<file path="src/hdl/weighted_image_chi_square_macros.svh">
// Assertion macros shared by the chi-square block.
// No dependencies.
`ifndef WEIGHTED_IMAGE_CHI_SQUARE_MACROS_SVH
`define WEIGHTED_IMAGE_CHI_SQUARE_MACROS_SVH
`ifndef ASSERT_OFF
`define WICS_ASSERT(label, clk, rst_n, prop, msg) \
    label: assert property (@(posedge clk) disable iff (!rst_n) (prop)) else $error(msg);
`define WICS_ASSERT_ALWAYS(label, clk, prop, msg) \
    label: assert property (@(posedge clk) (prop)) else $error(msg);
`else
`define WICS_ASSERT(label, clk, rst_n, prop, msg)
`define WICS_ASSERT_ALWAYS(label, clk, prop, msg)
`endif
`endif

</file>
<file path="src/hdl/wics_pkg.sv">
// Shared types and constants of the weighted chi-square block.
// No dependencies.
package wics_pkg;
    localparam int ACC_BITS = 48;
    localparam int WEIGHT_BITS = 24;
    localparam int CFG_IDX_BITS = 3;
    localparam logic [ACC_BITS-1:0] ACC_MAX = {ACC_BITS{1'b1}};
    localparam logic [CFG_IDX_BITS-1:0] REG_ACTIVE = 3'd0;
    localparam logic [WEIGHT_BITS-1:0] WEIGHT_ONE = 24'd65536;

    typedef enum logic [1:0] {
        t_IDLE = 2'd0,
        t_SUM  = 2'd1,
        t_DIV  = 2'd2,
        t_OUT  = 2'd3
    } t_state;

    typedef enum logic [1:0] {
        t_D_IDLE = 2'd0,
        t_D_SQ   = 2'd1,
        t_D_RUN  = 2'd2,
        t_D_DONE = 2'd3
    } t_div_state;

    // Status of the divider toward the control.
    typedef struct packed {
        logic busy;
        logic done;
        logic sat;
    } t_div_status;
endpackage

</file>
<file path="src/hdl/wics_lane.sv">
// One component lane: registered product of weight and pixel, masked when inactive.
// Uses wics_pkg.
module wics_lane
    import wics_pkg::*;
#(
    parameter int PIXEL_BITS = 24
) (
    input  logic                                 i_clk,
    input  logic                                 i_load,
    input  logic                                 i_active,
    input  logic [WEIGHT_BITS-1:0]               i_weight,
    input  logic signed [PIXEL_BITS-1:0]         i_pixel,
    output logic signed [PIXEL_BITS+WEIGHT_BITS:0] o_product
);
    logic signed [PIXEL_BITS+WEIGHT_BITS:0] r_product;

    always_ff @(posedge i_clk) begin
        if (i_load) begin
            if (i_active) begin
                r_product <= $signed({1'b0, i_weight}) * i_pixel;
            end else begin
                r_product <= '0;
            end
        end
    end

    assign o_product = r_product;
endmodule

</file>
<file path="config.mk">
export PLATFORM = sky130hd
export DESIGN_NAME = wics_lane
export DESIGN_NICKNAME = d
export VERILOG_FILES = /design/src/hdl/weighted_image_chi_square_macros.svh /design/src/hdl/wics_pkg.sv /design/src/hdl/wics_lane.sv
export SDC_FILE = /design/constraint.sdc
export NUM_CORES = 2
export LEC_CHECK = 0
export BUFFER_PORTS_ARGS = -buffer_cell sky130_fd_sc_hd__buf_4
export CORE_ASPECT_RATIO = 1.1
export CORE_MARGIN = 3
export CORE_UTILIZATION = 50
export DETAILED_ROUTE_END_ITERATION = 8
export PLACE_DENSITY = 0.67
export SYNTH_ARGS = -nofsm -noshare
export SYNTH_HDL_FRONTEND = slang
export SYNTH_SLANG_ARGS = --single-unit
export TNS_END_PERCENT = 5
</file>
<file path="constraint.sdc">
create_clock -name i_clk -period 15.25 [get_ports i_clk]
set_clock_uncertainty 0.2 [all_clocks]
set_input_delay 1.525 -clock i_clk [delete_from_list [all_inputs] [get_ports i_clk]]
set_output_delay 1.525 -clock i_clk [all_outputs]
set_load 0.02 [all_outputs]
</file>
==> flow_metrics.py <==
metrics = {
    "synth": {
        "synth.distinct_cells": 52,
        "ys_warn_count": 0,
        "async_flop_share": 0,
        "synth_area_um2": 21130,
        "synth_seq_cells": 49,
        "syn_avg_cell_area_um2": 9.191,
        "synthesis.instances": 2299,
        "ys_seq_area_frac": 0.06964,
        "synth_edf_count": 49,
        "synth_flop_cell": "edfxtp_1",
        "synth_top_cell_area_share": 0.4567,
        "synth_top_area_cell": "fa_1",
        "synth.area.top_cells": "fa_1 46%, ha_1 12%, inv_1 9.5%, and2_1 9.2%, edfxtp_1 7.0%",
        "syn-num-nets": 3034,
    },
    "clock_tree": {
        "numCtsBuffers": 5,
        "path_clk_slew_ps": 70,
        "clock_path_buffers": 2,
        "htreeDepth": 2,
        "post-cts-setup-buffers": 0,
        "cts_root_buffer": "clkbuf_16",
        "post_cts_resized": 0,
        "cts_hold_buf": 0,
        "cts_tree": "done",
        "clock-sinks": 49,
    },
    "critical_path": {
        "crit_path_max_fanout": 24,
        "worstSetupEndpointType": "flip-flop",
        "crit_path_start_kind": "input pin",
        "path_class": "in -> reg",
        "required_ps": 15110,
        "crit_arrival_ps": 8510,
    },
    "floorplanning": {
        "fp.dieW_um": 202,
        "die-height_um": 221.6,
        "die_area_um2": 44760,
        "start_util": 0.5094,
        "ios": 100,
        "coreArea_um2": 41480,
        "fp-row-count": 78,
    },
    "routing": {
        "wire_per_inst_um": 18.88,
        "drc": 0,
        "viasPerCell": 5.356,
        "routed_wl_um": 53870,
        "drt_iter0_drc": 846,
        "ant_nets": 0,
        "drtPass1Iterations": 5,
        "vias": 15281,
    },
    "timing": {
        "finalMaxSlewViolations": 0,
        "period_needed_ps": 8654,
        "setup_viol": 0,
        "finalSetupTns_ps": 0,
        "fmax_mhz": 115.6,
        "fin_crit_sh": 0.5675,
        "worst_pin_slew_ps": 841.7,
        "relSlewSlack": 0.4315,
        "rsz0062_at_grt": "false",
        "hold_violations": 0,
    },
    "run_status": {
        "status": "finished clean",
    },
    "final_layout": {
        "finalInstanceArea_um2": 22290,
        "largest_reg_flops": 49,
        "nFillCells": 3847,
        "fin_nets": 3027,
        "syn2layout_area_growth_pct": 5.478,
        "drive_above_1_share": 0.04972,
        "diodes": 0,
        "fin_util": 0.5373,
        "final_cells": 2853,
    },
    "global_route": {
        "track_usage": 0.2479,
        "gr-total-overflow": 0,
        "grt_pass1_wl_um": 88240,
        "grt_pass1_vias": 17150,
        "antenna_found_initial": 0,
        "grt_max_degree": 54,
    },
    "place": {
        "dp_hpwl_um": 43160,
        "placed_cells": 2845,
        "gp_congestion": 0.9073,
        "port_buffers": 99,
        "place_area_um2": 22150,
    },
    "hold_path": {
        "hold_class": "in -> reg",
    },
    "run": {
        "max_cap_violations": 0,
    },
}
[logic make-up (layout without fill, tap and decap cells)]
family / count (synthesis) / after routing / share of synthesized area
xor gates and xnor gates: 39 / 39 / 0.01617
AOI/OAI and AO/OA: 142 / 142 / 0.04382
muxes: 4 / 4 / 0.001895
and+or+nand+nor: 733 / 733 / 0.1771
DFF: 49 / 49 / 0.06964
buffers and inverters: 648 / 642 / 0.1151
adders and majority gates: 684 / 684 / 0.5763
[synth_stat cells (2+ instances only)]
cell / number
inv_1: 535
fa_1: 482
and2_1: 312
nand2_1: 312
ha_1: 202
clkbuf_1: 113
edfxtp_1: 49
a21oi_1: 47
o21ai_0: 27
nor2_1: 25
xnor2_1: 25
a21o_1: 20
nor2b_1: 20
nand2b_1: 19
nand4_1: 14
xor2_1: 14
nor3_1: 9
o21bai_1: 9
a31oi_1: 6
nand3_1: 6
a211oi_1: 5
and3_1: 4
mux2i_1: 4
o211ai_1: 4
o21a_1: 3
a41oi_1: 2
and3b_1: 2
nor3b_1: 2
nor4_1: 2
o21ba_2: 2
or3_1: 2
[path summary, 6_finish.rpt]
path  depth (start not counted)    startpoint            end
max                          23  i_weight[18]  o_product[44]
min                           1        i_load  o_product[41]
[cell usage in the layout (no fill, tap or decap), types with 5 or more instances in the layout]
cell | netlist | routed
ha_1 | 202 | 202
nand4_1 | 14 | 14
a21o_1 | 20 | 20
a21oi_1 | 47 | 47
inv_1 | 535 | 535
and2_1 | 312 | 312
nand3_1 | 6 | 6
nor2b_1 | 20 | 20
a31oi_1 | 6 | 6
clkbuf_16 | 0 | 5
fa_1 | 482 | 482
xnor2_1 | 25 | 25
xor2_1 | 14 | 14
o21ai_0 | 27 | 27
edfxtp_1 | 49 | 49
nand2b_1 | 19 | 19
nor2_1 | 25 | 25
buf_4 | 0 | 99
nor3_1 | 9 | 9
nand2_1 | 312 | 312
a211oi_1 | 5 | 5
o21bai_1 | 9 | 9
[area by class of cell]
class / instances / area (µm²) / share of cell area
multi-input combinational: 1602 / 17230 / 0.7729
inverter: 535 / 2008 / 0.09011
sequential: 49 / 1471 / 0.06602
timing repair buffer: 99 / 743.2 / 0.03335
tap: 560 / 700.7 / 0.03144
clock buffer: 5 / 125.1 / 0.005614
clock inverter: 3 / 12.51 / 0.0005614
[worst max-delay path, stage by stage]
cell and delay, ps:
buf_4 220, and2_1 200, fa_1 540, inv_1 60, fa_1 520, fa_1 510
fa_1 570, inv_1 90, fa_1 490, fa_1 490, inv_1 50, fa_1 480
inv_1 40, ha_1 420, nand3_1 170, nor2_1 290, nand4_1 160, nand3_1 210
a21oi_1 190, o41ai_1 730, a31oi_1 210, xnor2_1 160, and2_1 160
[per-stage QoR]
step | hold slack [ps] | worst slack (ps)
final | 1558 | 6596
after global routing | 1594 | 6351
after CTS | 1582 | 6697
after detailed placement | 1758 | 6407
after global placement | 1757 | 6626
after floorplan | 1438 | 7239
[routing by layer]
layer	wire length, µm	global-route usage	vias to the layer above
met1	20110	0.2984	7894
li1	-	-	6759
met4	2760	0.1056	0
met5	0	0	-
met3	2597	0.03069	127
met2	28400	0.4476	501
Power is left out: the tool's default activity adds up to more than one toggle a clock period on the data nets, which glitch-free logic cannot reach.
